<file path="config.mk">
export PLATFORM = sky130hd
export DESIGN_NAME = http_body_chunked_decoder_unit
export DESIGN_NICKNAME = d
export VERILOG_FILES = /design/src/hw/rtl/hbcd_pkg.sv /design/src/hw/rtl/http_body_chunked_decoder_unit.sv
export SDC_FILE = /design/constraint.sdc
export NUM_CORES = 1
export LEC_CHECK = 0
export BUFFER_PORTS_ARGS = -buffer_cell sky130_fd_sc_hd__buf_4
export CAP_MARGIN = 20
export CORE_MARGIN = 3
export CORE_UTILIZATION = 30
export CTS_BUF_LIST = sky130_fd_sc_hd__clkbuf_16
export DETAILED_ROUTE_END_ITERATION = 10
export SLEW_MARGIN = 0
export SYNTH_ARGS = -nofsm -noshare
export SYNTH_HDL_FRONTEND = slang
export SYNTH_SLANG_ARGS = --single-unit
</file>
<file path="constraint.sdc">
create_clock -name clock -period 5.45 [get_ports clock]
set_input_delay 0.8175 -clock clock [delete_from_list [all_inputs] [get_ports clock]]
set_output_delay 0.8175 -clock clock [all_outputs]
set_load 0.01 [all_outputs]
</file>
<file path="src/hw/rtl/hbcd_pkg.sv">
// shared types and constants for the chunked http body decoder
// no dependencies
`default_nettype none

package hbcd_pkg;

   localparam int MAX_HEX_DIGITS = 8;
   localparam int LENGTH_WIDTH   = 48;
   localparam int CSR_WIDTH      = 48;
   localparam int CHUNK_WIDTH    = 32;
   localparam int DIGIT_WIDTH    = 4;

   localparam logic [7:0] CHAR_CR    = 8'h0d;
   localparam logic [7:0] CHAR_LF    = 8'h0a;
   localparam logic [7:0] CHAR_0     = 8'h30;
   localparam logic [7:0] CHAR_9     = 8'h39;
   localparam logic [7:0] CHAR_LO_A  = 8'h61;
   localparam logic [7:0] CHAR_LO_F  = 8'h66;
   localparam logic [7:0] CHAR_UP_A  = 8'h41;
   localparam logic [7:0] CHAR_UP_F  = 8'h46;

   typedef enum logic [1:0] {
      CMD_DATA  = 2'd0,
      CMD_END   = 2'd1,
      CMD_START = 2'd2
   } cmd_type;

   typedef enum logic [1:0] {
      MODE_CLOSE   = 2'd0,
      MODE_LENGTH  = 2'd1,
      MODE_CHUNKED = 2'd2
   } mode_type;

   typedef enum logic [1:0] {
      ST_READY = 2'd0,
      ST_DONE  = 2'd1,
      ST_ERROR = 2'd2
   } status_type;

   typedef enum logic [1:0] {
      CSR_BODY_MODE      = 2'd0,
      CSR_CONTENT_LENGTH = 2'd1,
      CSR_DECHUNK        = 2'd2
   } csr_index_type;

   typedef enum logic [2:0] {
      PH_SIZE = 3'd0,
      PH_EXT  = 3'd1,
      PH_DATA = 3'd2,
      PH_TAIL = 3'd3,
      PH_LAST = 3'd4
   } phase_type;

   typedef struct packed {
      logic [1:0] command;
      logic [7:0] data_byte;
   } req_type;

   typedef struct packed {
      logic [7:0] out_byte;
      logic       keep;
      logic       is_payload;
      logic [1:0] status;
   } rsp_type;

endpackage

`default_nettype wire

</file>
<file path="src/hw/rtl/http_body_chunked_decoder_unit.sv">
// chunked / length / close delimited http body decoder, one byte per request
// depends on hbcd_pkg
//
//   channel   direction  handshake             payload
//   req_      in         req_valid/req_ready   req_data   (hbcd_pkg::req_type)
//   rsp_      out        rsp_valid/rsp_ready   rsp_data   (hbcd_pkg::rsp_type)
//   csr_      in         csr_we                csr_index, csr_wdata
//
// one request per cycle while req_ready is high; its result shows in the rsp register in the next cycle
// the framing state update is one pass of logic in front of the rsp register
// req_ready drops while a result waits and rsp_ready is low, and during reset
// synchronous reset clears control and framing state, no clearing pass
`default_nettype none

module http_body_chunked_decoder_unit
   import hbcd_pkg::*;
(
   input  wire logic                 clock,
   input  wire logic                 reset,
   input  wire logic                 req_valid,
   output      logic                 req_ready,
   input  wire req_type              req_data,
   output      logic                 rsp_valid,
   input  wire logic                 rsp_ready,
   output      rsp_type              rsp_data,
   input  wire logic                 csr_we,
   input  wire logic [1:0]           csr_index,
   input  wire logic [CSR_WIDTH-1:0] csr_wdata
);

   logic [1:0]             body_mode_ff;
   logic [CSR_WIDTH-1:0]   content_length_ff;
   logic                   dechunk_ff;

   phase_type              phase_ff, phase_in;
   logic [CHUNK_WIDTH-1:0] chunk_size_ff, chunk_size_in;
   logic [CHUNK_WIDTH-1:0] chunk_count_ff, chunk_count_in;
   logic [DIGIT_WIDTH-1:0] digit_count_ff, digit_count_in;
   logic                   saw_cr_ff, saw_cr_in;
   logic [LENGTH_WIDTH-1:0] body_count_ff, body_count_in;
   logic                   done_ff, done_in;
   logic                   error_ff, error_in;

   logic                   rsp_valid_ff, rsp_valid_in;
   rsp_type                rsp_data_ff, rsp_data_in;

   logic                   fire;
   logic [LENGTH_WIDTH-1:0] clen;
   logic [7:0]             b;
   logic                   is_hex;
   logic [3:0]             hex_val;
   logic [CHUNK_WIDTH-1:0] count_next;
   logic                   ok;
   logic                   pay;

   assign req_ready = !reset && (!rsp_valid_ff || rsp_ready);
   assign fire      = req_valid && req_ready;
   assign rsp_valid = rsp_valid_ff;
   assign rsp_data  = rsp_data_ff;
   assign clen      = LENGTH_WIDTH'(content_length_ff);
   assign b         = req_data.data_byte;
   assign count_next = chunk_count_ff + 1'b1;

   always_comb begin
      is_hex  = 1'b1;
      hex_val = 4'd0;
      if (b >= CHAR_0 && b <= CHAR_9) begin
         hex_val = 4'(b - CHAR_0);
      end else if (b >= CHAR_LO_A && b <= CHAR_LO_F) begin
         hex_val = 4'(b - CHAR_LO_A + 8'd10);
      end else if (b >= CHAR_UP_A && b <= CHAR_UP_F) begin
         hex_val = 4'(b - CHAR_UP_A + 8'd10);
      end else begin
         is_hex = 1'b0;
      end
   end

   always_comb begin
      phase_in       = phase_ff;
      chunk_size_in  = chunk_size_ff;
      chunk_count_in = chunk_count_ff;
      digit_count_in = digit_count_ff;
      saw_cr_in      = saw_cr_ff;
      body_count_in  = body_count_ff;
      done_in        = done_ff;
      error_in       = error_ff;
      ok             = 1'b1;
      pay            = 1'b0;
      rsp_data_in.out_byte   = 8'd0;
      rsp_data_in.keep       = 1'b0;
      rsp_data_in.is_payload = 1'b0;

      if (req_data.command == CMD_START) begin
         phase_in       = PH_SIZE;
         chunk_size_in  = '0;
         chunk_count_in = '0;
         digit_count_in = '0;
         saw_cr_in      = 1'b0;
         body_count_in  = '0;
         done_in        = 1'b0;
         error_in       = 1'b0;
      end else if (req_data.command == CMD_DATA) begin
         rsp_data_in.out_byte = b;
         if (!error_ff) begin
            if (body_mode_ff == MODE_CHUNKED) begin
               unique case (phase_ff)
                  PH_SIZE: begin
                     if (is_hex) begin
                        if (digit_count_ff >= DIGIT_WIDTH'(MAX_HEX_DIGITS)) begin
                           ok = 1'b0;
                        end else begin
                           digit_count_in = digit_count_ff + 1'b1;
                           chunk_size_in  = {chunk_size_ff[CHUNK_WIDTH-5:0], hex_val};
                        end
                     end else if (digit_count_ff == '0) begin
                        ok = 1'b0;
                     end else begin
                        chunk_count_in = '0;
                        if (chunk_size_ff == '0) begin
                           phase_in = PH_LAST;
                           done_in  = 1'b1;
                        end else begin
                           // this byte opens the extension scan
                           phase_in  = PH_EXT;
                           saw_cr_in = (b == CHAR_CR);
                        end
                     end
                  end
                  PH_EXT: begin
                     if (saw_cr_ff && b == CHAR_LF) begin
                        saw_cr_in      = 1'b0;
                        chunk_count_in = '0;
                        phase_in       = PH_DATA;
                     end else begin
                        saw_cr_in = (b == CHAR_CR);
                     end
                  end
                  PH_DATA: begin
                     pay            = 1'b1;
                     chunk_count_in = count_next;
                     if (count_next == chunk_size_ff) begin
                        saw_cr_in = 1'b0;
                        phase_in  = PH_TAIL;
                     end
                  end
                  PH_TAIL: begin
                     if (saw_cr_ff && b == CHAR_LF) begin
                        saw_cr_in      = 1'b0;
                        digit_count_in = '0;
                        chunk_size_in  = '0;
                        phase_in       = PH_SIZE;
                     end else begin
                        saw_cr_in = (b == CHAR_CR);
                     end
                  end
                  default: begin
                     // last chunk seen, trailers pass as framing
                     done_in = 1'b1;
                  end
               endcase
               if (!ok) begin
                  error_in = 1'b1;
               end else if (pay) begin
                  rsp_data_in.keep       = 1'b1;
                  rsp_data_in.is_payload = 1'b1;
               end else begin
                  rsp_data_in.keep = !dechunk_ff;
               end
            end else if (body_mode_ff == MODE_LENGTH) begin
               if (body_count_ff < clen) begin
                  body_count_in          = body_count_ff + 1'b1;
                  rsp_data_in.keep       = 1'b1;
                  rsp_data_in.is_payload = 1'b1;
               end
            end else if (!done_ff) begin
               rsp_data_in.keep       = 1'b1;
               rsp_data_in.is_payload = 1'b1;
            end
         end
      end else if (req_data.command == CMD_END) begin
         if (!error_ff) begin
            if (body_mode_ff == MODE_CHUNKED) begin
               if (!done_ff) begin
                  error_in = 1'b1;
               end
            end else if (body_mode_ff == MODE_LENGTH) begin
               if (body_count_ff < clen) begin
                  error_in = 1'b1;
               end
            end else begin
               done_in = 1'b1;
            end
         end
      end

      // length mode completes as soon as the count reaches the length
      if (body_mode_ff == MODE_LENGTH && body_count_in >= clen) begin
         done_in = 1'b1;
      end

      if (error_in) begin
         rsp_data_in.status = ST_ERROR;
      end else if (done_in) begin
         rsp_data_in.status = ST_DONE;
      end else begin
         rsp_data_in.status = ST_READY;
      end

      rsp_valid_in = fire || (rsp_valid_ff && !rsp_ready);
   end

   always_ff @(posedge clock) begin
      if (reset) begin
         body_mode_ff      <= MODE_CLOSE;
         content_length_ff <= '0;
         dechunk_ff        <= 1'b0;
      end else if (csr_we) begin
         unique case (csr_index)
            CSR_BODY_MODE:      body_mode_ff      <= csr_wdata[1:0];
            CSR_CONTENT_LENGTH: content_length_ff <= csr_wdata;
            CSR_DECHUNK:        dechunk_ff        <= csr_wdata[0];
            default: begin
            end
         endcase
      end
   end

   always_ff @(posedge clock) begin
      if (reset) begin
         phase_ff       <= PH_SIZE;
         chunk_size_ff  <= '0;
         chunk_count_ff <= '0;
         digit_count_ff <= '0;
         saw_cr_ff      <= 1'b0;
         body_count_ff  <= '0;
         done_ff        <= 1'b0;
         error_ff       <= 1'b0;
         rsp_valid_ff   <= 1'b0;
      end else begin
         rsp_valid_ff <= rsp_valid_in;
         if (fire) begin
            phase_ff       <= phase_in;
            chunk_size_ff  <= chunk_size_in;
            chunk_count_ff <= chunk_count_in;
            digit_count_ff <= digit_count_in;
            saw_cr_ff      <= saw_cr_in;
            body_count_ff  <= body_count_in;
            done_ff        <= done_in;
            error_ff       <= error_in;
         end
      end
   end

   always_ff @(posedge clock) begin
      if (fire) begin
         rsp_data_ff <= rsp_data_in;
      end
   end

endmodule

`default_nettype wire

</file>
# After elaboration in Yosys (flattened, before gate mapping)
# Index checks and enable logic that the tools add are counted.
dict set report op_classes {
  addsub 8
  n_lt_le_gt_ge 9
  reduce_logical 36
  muxes 101
  n_eq_ne 21
  bitwise 1
}
# op count
set op_table {}
lappend op_table {{$mux 32} 13}
lappend op_table {{$mux 48} 6}
lappend op_table {{$pmux 32 s3} 1}
lappend op_table {{$pmux 32 s2} 1}
lappend op_table {{$mux 1} 51}
lappend op_table {{$add 48x1->48 const B} 1}
lappend op_table {{$ge 48x48->1} 1}
lappend op_table {{$lt 48x48->1} 1}
lappend op_table {{$mux 4} 10}
lappend op_table {{$add 32x1->32 const B} 1}
lappend op_table {{$eq 32x32->1} 1}
lappend op_table {{$logic_not 32->1} 1}
lappend op_table {{$mux 3} 10}
lappend op_table {{$ne 3x3->1 const B} 8}
lappend op_table {{$eq 8x4->1 const B} 2}
lappend op_table {{$ge 8x7->1 const B} 2}
lappend op_table {{$le 8x7->1 const B} 2}
lappend op_table {{$reduce_and 8->1} 2}
lappend op_table {{$pmux 3 s4} 1}
lappend op_table {{$sub 4x1->4 const B} 3}
lappend op_table {{$mux 2} 5}
lappend op_table {{$reduce_and 10->1} 1}
lappend op_table {{$reduce_and 9->1} 1}
lappend op_table {{$add 4x4->4 const B} 2}
lappend op_table {{other kinds (26)} 49}
dict set report totals {
  ff_bits 186
  in_bits 65
}

# Depth between registers and ports, before layout
# Gate-level depths: netlist (run 1).
dict set report depth {
  ltp_word 16
  ltp_mapped 22
  ltp_nobuf 19
}

# Least setup slack after synthesis (run 1)
# No wires, ideal clock.
dict set report synth_path {
  kind {reg2reg}
  start {register body_count_ff[5]}
  end {register rsp_data_ff (netlist bit rsp_data[0]), data pin}
  setup_ps 257
  stages_incl_launch_ff 21
  setup_slack_ps 963
  arrival_time_ps 4230
  synth_period_minus_slack_ps 4487
  cell_sequence {dfxtp_1 -> ha_1 -> and3_1 -> a221o_1 -> a31oi_1 -> o221ai_1 -> a21oi_1 -> buf_4 -> clkbuf_1 -> nand3_1 -> xnor2_1 -> nand2_1 -> ha_1 -> nand2b_1 -> a211oi_1 -> o31ai_1 -> a211o_1 -> a211o_1 -> a221o_1 -> a31oi_1 -> nor2_1}
}
dict set report synth_via {
  elab_chain_cells 11
}
# item line
set synth_lines {}
lappend synth_lines {{from (decl)} http_body_chunked_decoder_unit.sv:40} ;# logic [LENGTH_WIDTH-1:0] body_count_ff, body_count_in;
lappend synth_lines {{from (signal assigned)} http_body_chunked_decoder_unit.sv:247} ;# body_count_ff <= body_count_in;
lappend synth_lines {{$add 48x1->48 / $lt 48x48->1 (equally long branches)} {http_body_chunked_decoder_unit.sv:171, http_body_chunked_decoder_unit.sv:170, http_body_chunked_decoder_unit.sv:187}}
lappend synth_lines {{$mux 48} http_body_chunked_decoder_unit.sv:170} ;# if (body_count_ff < clen) begin
lappend synth_lines {{$mux 48} http_body_chunked_decoder_unit.sv:169} ;# end else if (body_mode_ff == MODE_LENGTH) begin
lappend synth_lines {{$mux 48} http_body_chunked_decoder_unit.sv:105} ;# if (body_mode_ff == MODE_CHUNKED) begin
lappend synth_lines {{$mux 48} http_body_chunked_decoder_unit.sv:104} ;# if (!error_ff) begin
lappend synth_lines {{$mux 48} http_body_chunked_decoder_unit.sv:102} ;# end else if (req_data.command == CMD_DATA) begin
lappend synth_lines {{$mux 48} http_body_chunked_decoder_unit.sv:93} ;# if (req_data.command == CMD_START) begin
lappend synth_lines {{$ge 48x48->1} http_body_chunked_decoder_unit.sv:197} ;# if (body_mode_ff == MODE_LENGTH && body_count_in >= clen) begin
lappend synth_lines {{$logic_and 1x1->1} http_body_chunked_decoder_unit.sv:197}
lappend synth_lines {{$mux 1} http_body_chunked_decoder_unit.sv:197}
lappend synth_lines {{$mux 1} http_body_chunked_decoder_unit.sv:203} ;# end else if (done_in) begin
lappend synth_lines {{to (signal assigned)} http_body_chunked_decoder_unit.sv:256} ;# rsp_data_ff <= rsp_data_in;
lappend synth_lines {{to (decl)} http_body_chunked_decoder_unit.sv:45} ;# rsp_type rsp_data_ff, rsp_data_in;
# Parallel ways exist; a longest one is shown, timed or not.
# A chain may end at the register's enable or synchronous reset.

# Worst setup path in the final report (run 1)
dict set report layout_path {
  start {register body_count_ff[6]}
  end {register rsp_data_ff (netlist bit rsp_data[0]), data pin}
}
dict set report layout_via {
  elab_chain_cells 11
}
# item line
set layout_lines {}
lappend layout_lines {{$add 48x1->48 / $lt 48x48->1 (equally long branches)} {http_body_chunked_decoder_unit.sv:171, http_body_chunked_decoder_unit.sv:170}}
lappend layout_lines {{$mux 48 (*)} http_body_chunked_decoder_unit.sv:170}
lappend layout_lines {{$mux 48 (*)} http_body_chunked_decoder_unit.sv:169}
lappend layout_lines {{$mux 48 (*)} http_body_chunked_decoder_unit.sv:105}
lappend layout_lines {{$mux 48 (*)} http_body_chunked_decoder_unit.sv:104}
lappend layout_lines {{$mux 48 (*)} http_body_chunked_decoder_unit.sv:102}
lappend layout_lines {{$mux 48 (*)} http_body_chunked_decoder_unit.sv:93}
lappend layout_lines {{net body_count_in[13]} http_body_chunked_decoder_unit.sv:40}
lappend layout_lines {{$ge 48x48->1 (*)} http_body_chunked_decoder_unit.sv:197}
lappend layout_lines {{$logic_and 1x1->1 (*)} http_body_chunked_decoder_unit.sv:197}
lappend layout_lines {{$mux 1 (*)} http_body_chunked_decoder_unit.sv:197}
lappend layout_lines {{$mux 1 (*)} http_body_chunked_decoder_unit.sv:203}
# The timed path passes the listed nets; every way through them passes the cells marked *.

==> results.py, run 1 <==
metrics = {
    "sta": {
        "fmax_mhz": 196,
        "hold_viol": 0,
        "min_period_ps": 5100,
        "setup-tns-final_ps": 0,
        "timing.slew.headroom_pct": 21.3,
        "finalCritPeriodShare_pct": 93.5,
        "rsz0062_at_grt": "false",
        "tightest_slew_ps": 1170,
        "setup_viol": 0,
        "slew_viol_final": 0,
        "finalClockSkew_ps": 10.5,
    },
    "layout": {
        "layout_commonest_cell": "nand2_1",
        "regArea_mm2": 0.00384,
        "post-route-cell-area_mm2": 0.0147,
        "layout_common_cells": "266 x nand2_1, 192 x a21oi_1, 174 x dfxtp_1",
        "drive_above_1_share_pct": 8.82,
        "antennaDiodeCount": 0,
        "area_delta_synth_final_pct": 13.0,
        "fill_cells": 4403,
        "multiInputGateArea_mm2": 0.00842,
        "fin_cells": 2346,
        "fin_nets": 1924,
    },
    "routing": {
        "num_vias": 12700,
        "drc": 0,
        "firstDrtPassIters": 5,
        "vias_per_cell": 5.41,
        "wl_per_cell_um": 16.8,
        "drtIter0Drc": 901,
        "drt_wl_total_mm": 39.4,
        "antenna_left": 0,
    },
    "power_and_ir_drop": {
        "p_comb_share_pct": 9.4,
        "finalPower_w": 0.00291,
        "power_frac_clock_pct": 42.4,
        "sw_frac_of_total_pct": 26.4,
        "static-leakage-power_nw": 5.43,
        "p_sw_w": 0.000768,
        "p_per_area_mw_per_mm2": 198,
        "p_seq_share_pct": 48.2,
        "peakVddDrop_mv": 0.245,
        "p_int_w": 0.00214,
    },
    "logic_synthesis": {
        "yosysUniqueCellTypes": 72,
        "synth-simple-area-share_pct": 30.2,
        "synth-compound-area-share_pct": 19.6,
        "synth_edf_count": 12,
        "synth_fa_ha_area_share_pct": 9.94,
        "synth.mux.area_fraction_pct": 1.18,
        "syn_avg_cell_area_um2": 7.46,
        "synth_nets": 1907,
        "ys_ff_latch": 186,
        "seq_area_frac_synth_pct": 29.6,
        "synth_top_family_by_area": "simple AND/OR/NAND/NOR gates",
        "ys.flop_type": "dfxtp_1",
        "synth_xor_area_share_pct": 3.78,
        "yosys_warnings": 0,
        "synth_cells": 1739,
        "async_flop_share_pct": 0,
        "syn_area_mm2": 0.0130,
    },
    "clock_network": {
        "root_buffer": "clkbuf_16",
        "clk_pin_slew_ps": 80,
        "cts_buffers": 17,
        "cts_num_sinks": 186,
        "clock_path_buffers": 2,
        "hold_buffers": 0,
        "cts_max_level": 4,
        "clk_latency_ps": 460,
        "cts_tree": "built",
    },
    "worst_hold_path": {
        "worstHoldPathType": "reg2reg",
    },
    "floorplanning": {
        "core-area_mm2": 0.0423,
        "die_y_um": 214,
        "rows": 75,
        "die_w_um": 214,
        "dieArea_mm2": 0.0457,
        "pin_count": 79,
        "initial_core_util_pct": 30.6,
    },
    "critical_path": {
        "crit_required_ps": 5670,
        "crit_path_end_kind": "flop",
        "cp.arrival_ps": 5310,
        "cp_max_fo": 16,
        "critPathLaunchType": "flop",
        "criticalPathCategory": "reg2reg",
        "r2r_slack_ps": 350,
    },
    "global_route": {
        "grtUsageMet1_pct": 23.6,
        "grt_pass1_vias": 11900,
        "antenna_found_initial": 0,
        "grt-ovfl-total": 0,
        "grt_pass1_wl_mm": 63.9,
        "grt-busiest-layer": "met2",
        "grt_max_degree": 67,
        "track_usage_pct": 17.3,
        "use_met2_pct": 28.2,
        "grtUsageMet3_pct": 3.15,
    },
    "placed_design": {
        "dp.cells": 2311,
        "io_buffers": 78,
        "placed_area_mm2": 0.0140,
        "place_congestion": 0.862,
        "hpwl_mm": 28.6,
    },
    "run_status": {
        "status": "finished, final reports clean",
    },
    "job": {
        "cap_violations": 0,
    },
}
## cell usage after synthesis, types with 4 or more instances
master | instances | area share [%]
o31ai_1 | 11 | 0.64
inv_1 | 78 | 2.3
nor3b_1 | 4 | 0.23
nand4b_1 | 9 | 0.61
xor2_1 | 11 | 0.74
nand4_1 | 46 | 2.2
o21ai_0 | 94 | 3.6
mux2i_1 | 13 | 1.0
or2_2 | 7 | 0.34
o21a_1 | 5 | 0.29
nand3_1 | 79 | 3.0
or4_1 | 39 | 2.3
and3_1 | 22 | 1.1
a31oi_1 | 13 | 0.63
a21oi_1 | 193 | 7.5
dfxtp_1 | 174 | 27
nor4_1 | 24 | 1.2
nand2_1 | 266 | 7.7
nand3b_1 | 13 | 0.75
a21o_1 | 15 | 0.87
and4_1 | 14 | 0.95
ha_1 | 103 | 9.9
a221o_1 | 4 | 0.31
or3_1 | 47 | 2.3
clkbuf_1 | 84 | 2.4
o211ai_1 | 44 | 2.5
a211o_1 | 4 | 0.27
nand2b_1 | 13 | 0.63
buf_2 | 10 | 0.39
edfxtp_1 | 12 | 2.8
a211oi_1 | 9 | 0.52
nor2b_1 | 16 | 0.77
nor2_1 | 108 | 3.1
nor3_1 | 29 | 1.1
and2_1 | 15 | 0.72
buf_1 | 8 | 0.23
o22ai_1 | 4 | 0.19
xnor2_1 | 45 | 3.0
## logic make-up (layout without fill, tap and decap cells)
family	Yosys count	count (layout)
xor+xnor	56	56
flops	186	186
mux	15	15
fa+ha+maj	103	103
compound gates	429	429
simple gates	766	766
buf+inv	184	214
## state kept, by name (all words and copies together) (netlist names), 2 cells and up
signal and cells:
body_count_ff 48, body_mode_ff 2, chunk_count_ff 32, chunk_size_ff 32, clen 48, digit_count_ff 4
phase_ff 3, rsp_data 12
## path summary, 6_finish.rpt
check	startpoint	cells past startpoint	to
worst min register to register	clen[5]	2	clen[5]
worst min-delay path	clen[5]	2	clen[5]
worst max register to register	body_count_ff[6]	19	rsp_data[0]
worst max-delay path	body_count_ff[6]	19	rsp_data[0]
## cell type report
class                      count  share of cell area (%)
multi-input combinational   1369                    57.4
sequential                   186                    26.2
timing repair buffer         104                    5.60
tap                          577                    4.93
clock buffer                  18                    3.07
inverter                      78                    2.00
clock inverter                14                   0.734
## per-stage QoR
stage                     setup WS [ps]  utilization, %  hold WS [ps]
final                               354            34.6           456
after floorplan                     963               -           436
after CTS                           275            34.5           459
after global placement              433            33.2           444
after global routing                102            34.6           476
after detailed placement            307            33.2           449
## power groups by stage
stage	logic [W]	clock network (W)	registers (W)
4_1_cts	0.000271	0.00126	0.00140
6_report	0.000273	0.00123	0.00140
3_3_place_gp	0.000267	0	0.00143
2_1_floorplan	0.000151	0	0.00143
5_1_grt	0.000304	0.00131	0.00140
3_5_place_dp	0.000269	0	0.00143
## metal layers
metal / routed length (um) / part of all wire (%)
met4: 526 / 1.3
met5: 0 / 0
met2: 18100 / 46
met3: 2170 / 5.5
met1: 18600 / 47
## worst max-delay path, stage by stage, from the launching register on
cell      delay [ps]
dfxtp_1          440
ha_1             290
and3_1           200
a221o_1          340
a31oi_1          190
o221ai_1         180
a21oi_2          260
buf_4            270
nand3_1          290
o211ai_1         260
o31ai_1          100
ha_1             320
a21o_1           180
a21oi_1          140
o22ai_1          100
a211o_1          270
a211o_1          340
a221o_1          330
a31oi_1          250
nor2_1            70
## what timing repair did
item,in CTS,in global routing
setup endpoints to repair,0,2
setup buffers,0,1
resized for setup,0,1
(Power assumes the default switching activity.)
==> run 2: changes to the inputs <==
Settings changed: CORE_UTILIZATION 30 to 55, PLACE_DENSITY set to 0.73.
==> results.py, run 2 (synthesis results as in run 1) <==
metrics = {
    "floorplanning": {
        "initial_core_util_pct": 56.6,
        "die_y_um": 160,
        "core-area_mm2": 0.0229,
        "rows": 55,
        "die_w_um": 160,
        "dieArea_mm2": 0.0255,
        "pin_count": 79,
    },
    "sta": {
        "setup-tns-final_ps": 0,
        "slew_viol_final": 0,
        "rsz0062_at_grt": "false",
        "fin_ws_ps": 437,
        "min_period_ps": 5010,
        "finalCritPeriodShare_pct": 92.0,
        "setup_viol": 0,
        "hold_viol": 0,
        "finalClockSkew_ps": 17.0,
        "tightest_slew_ps": 1060,
        "timing.slew.headroom_pct": 29.5,
        "whs_ps": 458,
        "fmax_mhz": 199,
    },
    "power_and_ir_drop": {
        "peakVddDrop_mv": 0.142,
        "static-leakage-power_nw": 5.44,
        "power_frac_clock_pct": 43.9,
        "p_int_w": 0.00215,
        "p_per_area_mw_per_mm2": 207,
        "p_comb_share_pct": 9.0,
        "p_seq_share_pct": 47.1,
        "finalPower_w": 0.00298,
        "sw_frac_of_total_pct": 27.8,
        "p_sw_w": 0.000828,
    },
    "clock_network": {
        "clk_latency_ps": 450,
        "cts_tree": "built",
        "clock_path_buffers": 2,
        "root_buffer": "clkbuf_16",
        "cts_num_sinks": 186,
        "cts_max_level": 4,
        "clk_pin_slew_ps": 80,
        "cts_buffers": 17,
    },
    "critical_path": {
        "criticalPathCategory": "reg2reg",
        "r2r_cells": 19,
        "r2r-start": "body_count_ff[5]",
        "crit_slowest_cell": "or4_1",
        "path_cells": "ha_1 > and3_1 > a221o_1 > a31oi_1 > o221ai_1 > a21oi_1 > buf_4 > nand3_2 > or4_1 > nand2_1 > ha_1 > a21o_1 > a21o_1 > a211oi_1 > o21bai_1 > a21oi_1 > o21ai_0 > a31oi_1 > nor2_1",
        "critPathLaunchType": "flop",
        "r2r_slack_ps": 440,
        "crit_path_end_kind": "flop",
        "r2r_end": "rsp_data[0]",
        "cp.arrival_ps": 5200,
        "critPathMaxStageDelay_ps": 540,
        "crit_required_ps": 5640,
        "cp_max_fo": 13,
    },
    "routing": {
        "firstDrtPassIters": 5,
        "drt_wl_total_mm": 36.4,
        "wl_per_cell_um": 17.4,
        "vias_per_cell": 6.15,
        "num_vias": 12800,
        "antenna_left": 0,
        "drc": 0,
        "drtIter0Drc": 1163,
    },
    "run_status": {
        "status": "finished, final reports clean",
    },
    "layout": {
        "area_delta_synth_final_pct": 10.8,
        "drive_above_1_share_pct": 9.26,
        "fill_cells": 2088,
        "layout_common_cells": "266 x nand2_1, 193 x a21oi_1, 174 x dfxtp_1",
        "antennaDiodeCount": 0,
        "layout_commonest_cell": "nand2_1",
        "multiInputGateArea_mm2": 0.00842,
        "regArea_mm2": 0.00384,
        "fin_nets": 1926,
    },
    "placed_design": {
        "hpwl_mm": 25.4,
        "place_congestion": 0.912,
        "pre_cts_ws_ps": 369,
        "io_buffers": 78,
    },
    "global_route": {
        "track_usage_pct": 28.1,
        "grt_max_degree": 65,
        "grt_pass1_wl_mm": 60.2,
        "grt-ovfl-total": 0,
        "grt_pass1_vias": 12000,
        "antenna_found_initial": 0,
    },
    "worst_hold_path": {
        "worstHoldPathType": "reg2reg",
        "hold_depth": 2,
        "holdPathEnd": "clen[41]",
        "hold_start": "clen[41]",
    },
    "job": {
        "cap_violations": 0,
    },
}
## run 2: cell count changes in the layout (fill, tap and decap cells not counted), moves of 2 or more
cell,change
inv_8,+5
buf_4,+3
clkinv_1,-3
inv_1,-3
clkinv_8,+2
## run 2: worst max path at each step
| stage | startpoint | endpoint | slack, ps | depth (start not counted) |
|---|---|---|---|---|
| global placement | body_count_ff[5] | rsp_data[0] | 530 | 19 |
| floorplan | body_count_ff[5] | rsp_data[0] | 960 | 20 |
| finish | body_count_ff[5] | rsp_data[0] | 440 | 19 |
| global route | body_count_ff[5] | rsp_data[0] | 140 | 20 |
| CTS | body_count_ff[5] | rsp_data[0] | 330 | 19 |
| detailed placement | body_count_ff[5] | rsp_data[0] | 370 | 19 |
## run 2: what timing repair did
item / CTS / global route
resized for setup: 0 / 1
endpoints found under the setup margin: 0 / 2
hold buffers: 0 / 0
buffers inserted: 0 / 3
## run 2: through the flow
stage / area (um2) / util, % / std cells
2_1_floorplan: 13000 / - / 1739
3_3_place_gp: 13700 / 59.8 / 2048
3_5_place_dp: 13700 / 59.8 / 2048
4_1_cts: 14300 / 62.5 / 2080
5_1_grt: 14400 / 62.7 / 2084
6_report: 14400 / 62.7 / 2084
## run 2: power by group through the flow
stage / clock network, W / registers, W / logic, W
2_1_floorplan: 0 / 0.00143 / 0.000151
4_1_cts: 0.00132 / 0.00140 / 0.000264
3_5_place_dp: 0 / 0.00143 / 0.000263
5_1_grt: 0.00137 / 0.00140 / 0.000296
3_3_place_gp: 0 / 0.00143 / 0.000261
6_report: 0.00131 / 0.00140 / 0.000269
## run 2: layer usage
| layer | part of all wire (%) | wire length, um | vias to the layer above | track usage, % |
|---|---|---|---|---|
| li1 | - | - | 6333 | - |
| met1 | 45 | 16400 | 5994 | 37.5 |
| met2 | 46 | 16900 | 407 | 46.3 |
| met3 | 5.9 | 2150 | 89 | 4.79 |
| met4 | 2.5 | 915 | 0 | 9.03 |
| met5 | 0 | 0 | - | 0 |
## run 2: critical path, delay by kind of cell (launching register included)
kind,cells,cell delay [ps]
AOI/OAI and AO/OA,11,2340
and+or+nand+nor,5,1140
adders and majority gates,2,540
DFF,1,470
buffers and inverters,1,260
## run 2: cell type report
class                           instances  share of cell area, %
Clock buffer                           17                   2.96
Clock inverter                         15                   1.24
Inverter                               78                   2.04
Multi-Input combinational cell       1369                   58.6
Sequential cell                       186                   26.8
Tap cell                              313                   2.73
Timing Repair Buffer                  106                   5.68
==> run 3: changes to the inputs <==
Clock period 5.45 ns to 5.3 ns, I/O delays scaled along.
==> results.py, run 3 (synthesis results as in run 1) <==
metrics = {
    "critical_path": {
        "cp.arrival_ps": 5200,
        "cp_max_fo": 13,
        "r2r-start": "clen[6]",
        "r2r_slack_ps": 280,
        "critPathLaunchType": "flop",
        "criticalPathCategory": "reg2reg",
        "r2r_cells": 20,
        "endpoint": "rsp_data[0]",
        "r2r_end": "rsp_data[0]",
        "crit_required_ps": 5480,
        "crit_path_end_kind": "flop",
        "cp-startpoint": "clen[6]",
    },
    "layout": {
        "multiInputGateArea_mm2": 0.00843,
        "drive_above_1_share_pct": 9.68,
        "fill_cells": 2109,
        "post-route-cell-area_mm2": 0.0145,
        "regArea_mm2": 0.00384,
        "area_delta_synth_final_pct": 11.6,
        "antennaDiodeCount": 0,
        "layout_commonest_cell": "nand2_1",
        "fin_nets": 1932,
        "layout_common_cells": "266 x nand2_1, 192 x a21oi_1, 173 x dfxtp_1",
    },
    "routing": {
        "vias_per_cell": 6.14,
        "num_vias": 12800,
        "antenna_left": 0,
        "drt_wl_total_mm": 36.4,
        "wl_per_cell_um": 17.4,
        "firstDrtPassIters": 8,
        "drc": 0,
        "drtIter0Drc": 1281,
    },
    "clock_network": {
        "cts_max_level": 4,
        "cts_buffers": 17,
        "cts_num_sinks": 186,
        "clock_path_buffers": 2,
        "clk_latency_ps": 440,
        "clk_pin_slew_ps": 80,
        "cts_tree": "built",
        "hold_buffers": 0,
        "root_buffer": "clkbuf_16",
    },
    "sta": {
        "hold_viol": 0,
        "rsz0062_at_grt": "false",
        "fmax_mhz": 199,
        "setup-tns-final_ps": 0,
        "slew_viol_final": 0,
        "timing.slew.headroom_pct": 34.7,
        "setup_viol": 0,
        "min_period_ps": 5020,
        "finalCritPeriodShare_pct": 94.7,
        "tightest_slew_ps": 980,
        "finalClockSkew_ps": 10.4,
    },
    "global_route": {
        "grt_pass1_vias": 12100,
        "track_usage_pct": 27.9,
        "antenna_found_initial": 0,
        "grt_max_degree": 79,
        "grt_pass1_wl_mm": 60.2,
        "grt-ovfl-total": 0,
    },
    "power_and_ir_drop": {
        "power_frac_clock_pct": 44.7,
        "p_seq_share_pct": 46.3,
        "p_int_w": 0.00226,
        "p_comb_share_pct": 9.0,
        "sw_frac_of_total_pct": 27.2,
        "p_sw_w": 0.000847,
        "peakVddDrop_mv": 0.159,
        "static-leakage-power_nw": 5.50,
        "p_per_area_mw_per_mm2": 215,
    },
    "placed_design": {
        "io_buffers": 78,
        "placed_area_mm2": 0.0137,
        "hpwl_mm": 25.4,
        "place_congestion": 0.926,
    },
    "job": {
        "cap_violations": 0,
    },
    "floorplanning": {
        "rows": 55,
        "initial_core_util_pct": 56.6,
        "pin_count": 79,
        "die_y_um": 160,
        "core-area_mm2": 0.0229,
        "dieArea_mm2": 0.0255,
        "die_w_um": 160,
    },
    "run_status": {
        "status": "finished, final reports clean",
    },
    "worst_hold_path": {
        "worstHoldPathType": "reg2reg",
        "hold_start": "clen[10]",
    },
}
==> run 3: area by class of cell <==
class                           instances  area share [%]
Sequential cell                       186            26.6
Multi-Input combinational cell       1369            58.3
Clock inverter                         15            1.39
Tap cell                              313            2.71
Inverter                               78            2.02
Timing Repair Buffer                  112            6.07
Clock buffer                           17            2.94
==> run 3: how the worst min path moves through the flow <==
stage,end,slack (ps),cells past startpoint
after floorplan,clen[10],440,2
after global placement,clen[31],440,2
after detailed placement,clen[10],450,2
after CTS,clen[4],460,2
after global routing,clen[10],470,2
final,clen[10],460,2
==> run 3: through the flow <==
step	cells	util [%]	total power [W]	setup slack [ps]	hold slack [ps]
CTS	2084	62.7	0.00312	106	459
global placement	2052	60.0	0.00174	382	443
global route	2090	63.1	0.00322	22.6	473
detailed placement	2052	60.0	0.00175	160	448
finish	2090	63.1	0.00311	283	457
floorplan	1739	-	0.00163	813	436
==> run 3: repair_timing <==
item / CTS / global route
gates resized for setup: 0 / 4
buffers inserted: 0 / 3
endpoints found under the setup margin: 0 / 2
==> run 3: critical path: stages (launching register included) <==
cell      delay, ps
dfxtp_1         340
inv_1            70
ha_1            280
and3_1          200
a221o_1         340
a31oi_1         150
o221ai_1        250
a21oi_2         250
buf_4           240
nand3_1         180
xnor2_1         200
nand2_1          80
ha_1            290
nand2b_1        140
a211oi_1        340
o31ai_1         150
a211o_1         320
a211o_1         330
a221o_1         310
a31oi_1         220
nor2_1           60
==> run 3: power by group through the flow <==
stage	Clock (W)	Combinational, W	Sequential (W)
6_report	0.00139	0.000280	0.00144
5_1_grt	0.00147	0.000307	0.00144
4_1_cts	0.00141	0.000274	0.00144
3_5_place_dp	0	0.000272	0.00147
3_3_place_gp	0	0.000267	0.00147
2_1_floorplan	0	0.000155	0.00147
==> run 3: per-layer routing <==
metal / global-route usage, % / wire [um]
met5: 0 / 0
met1: 37.8 / 16300
met3: 4.42 / 2190
met2: 46.6 / 17300
met4: 7.00 / 614
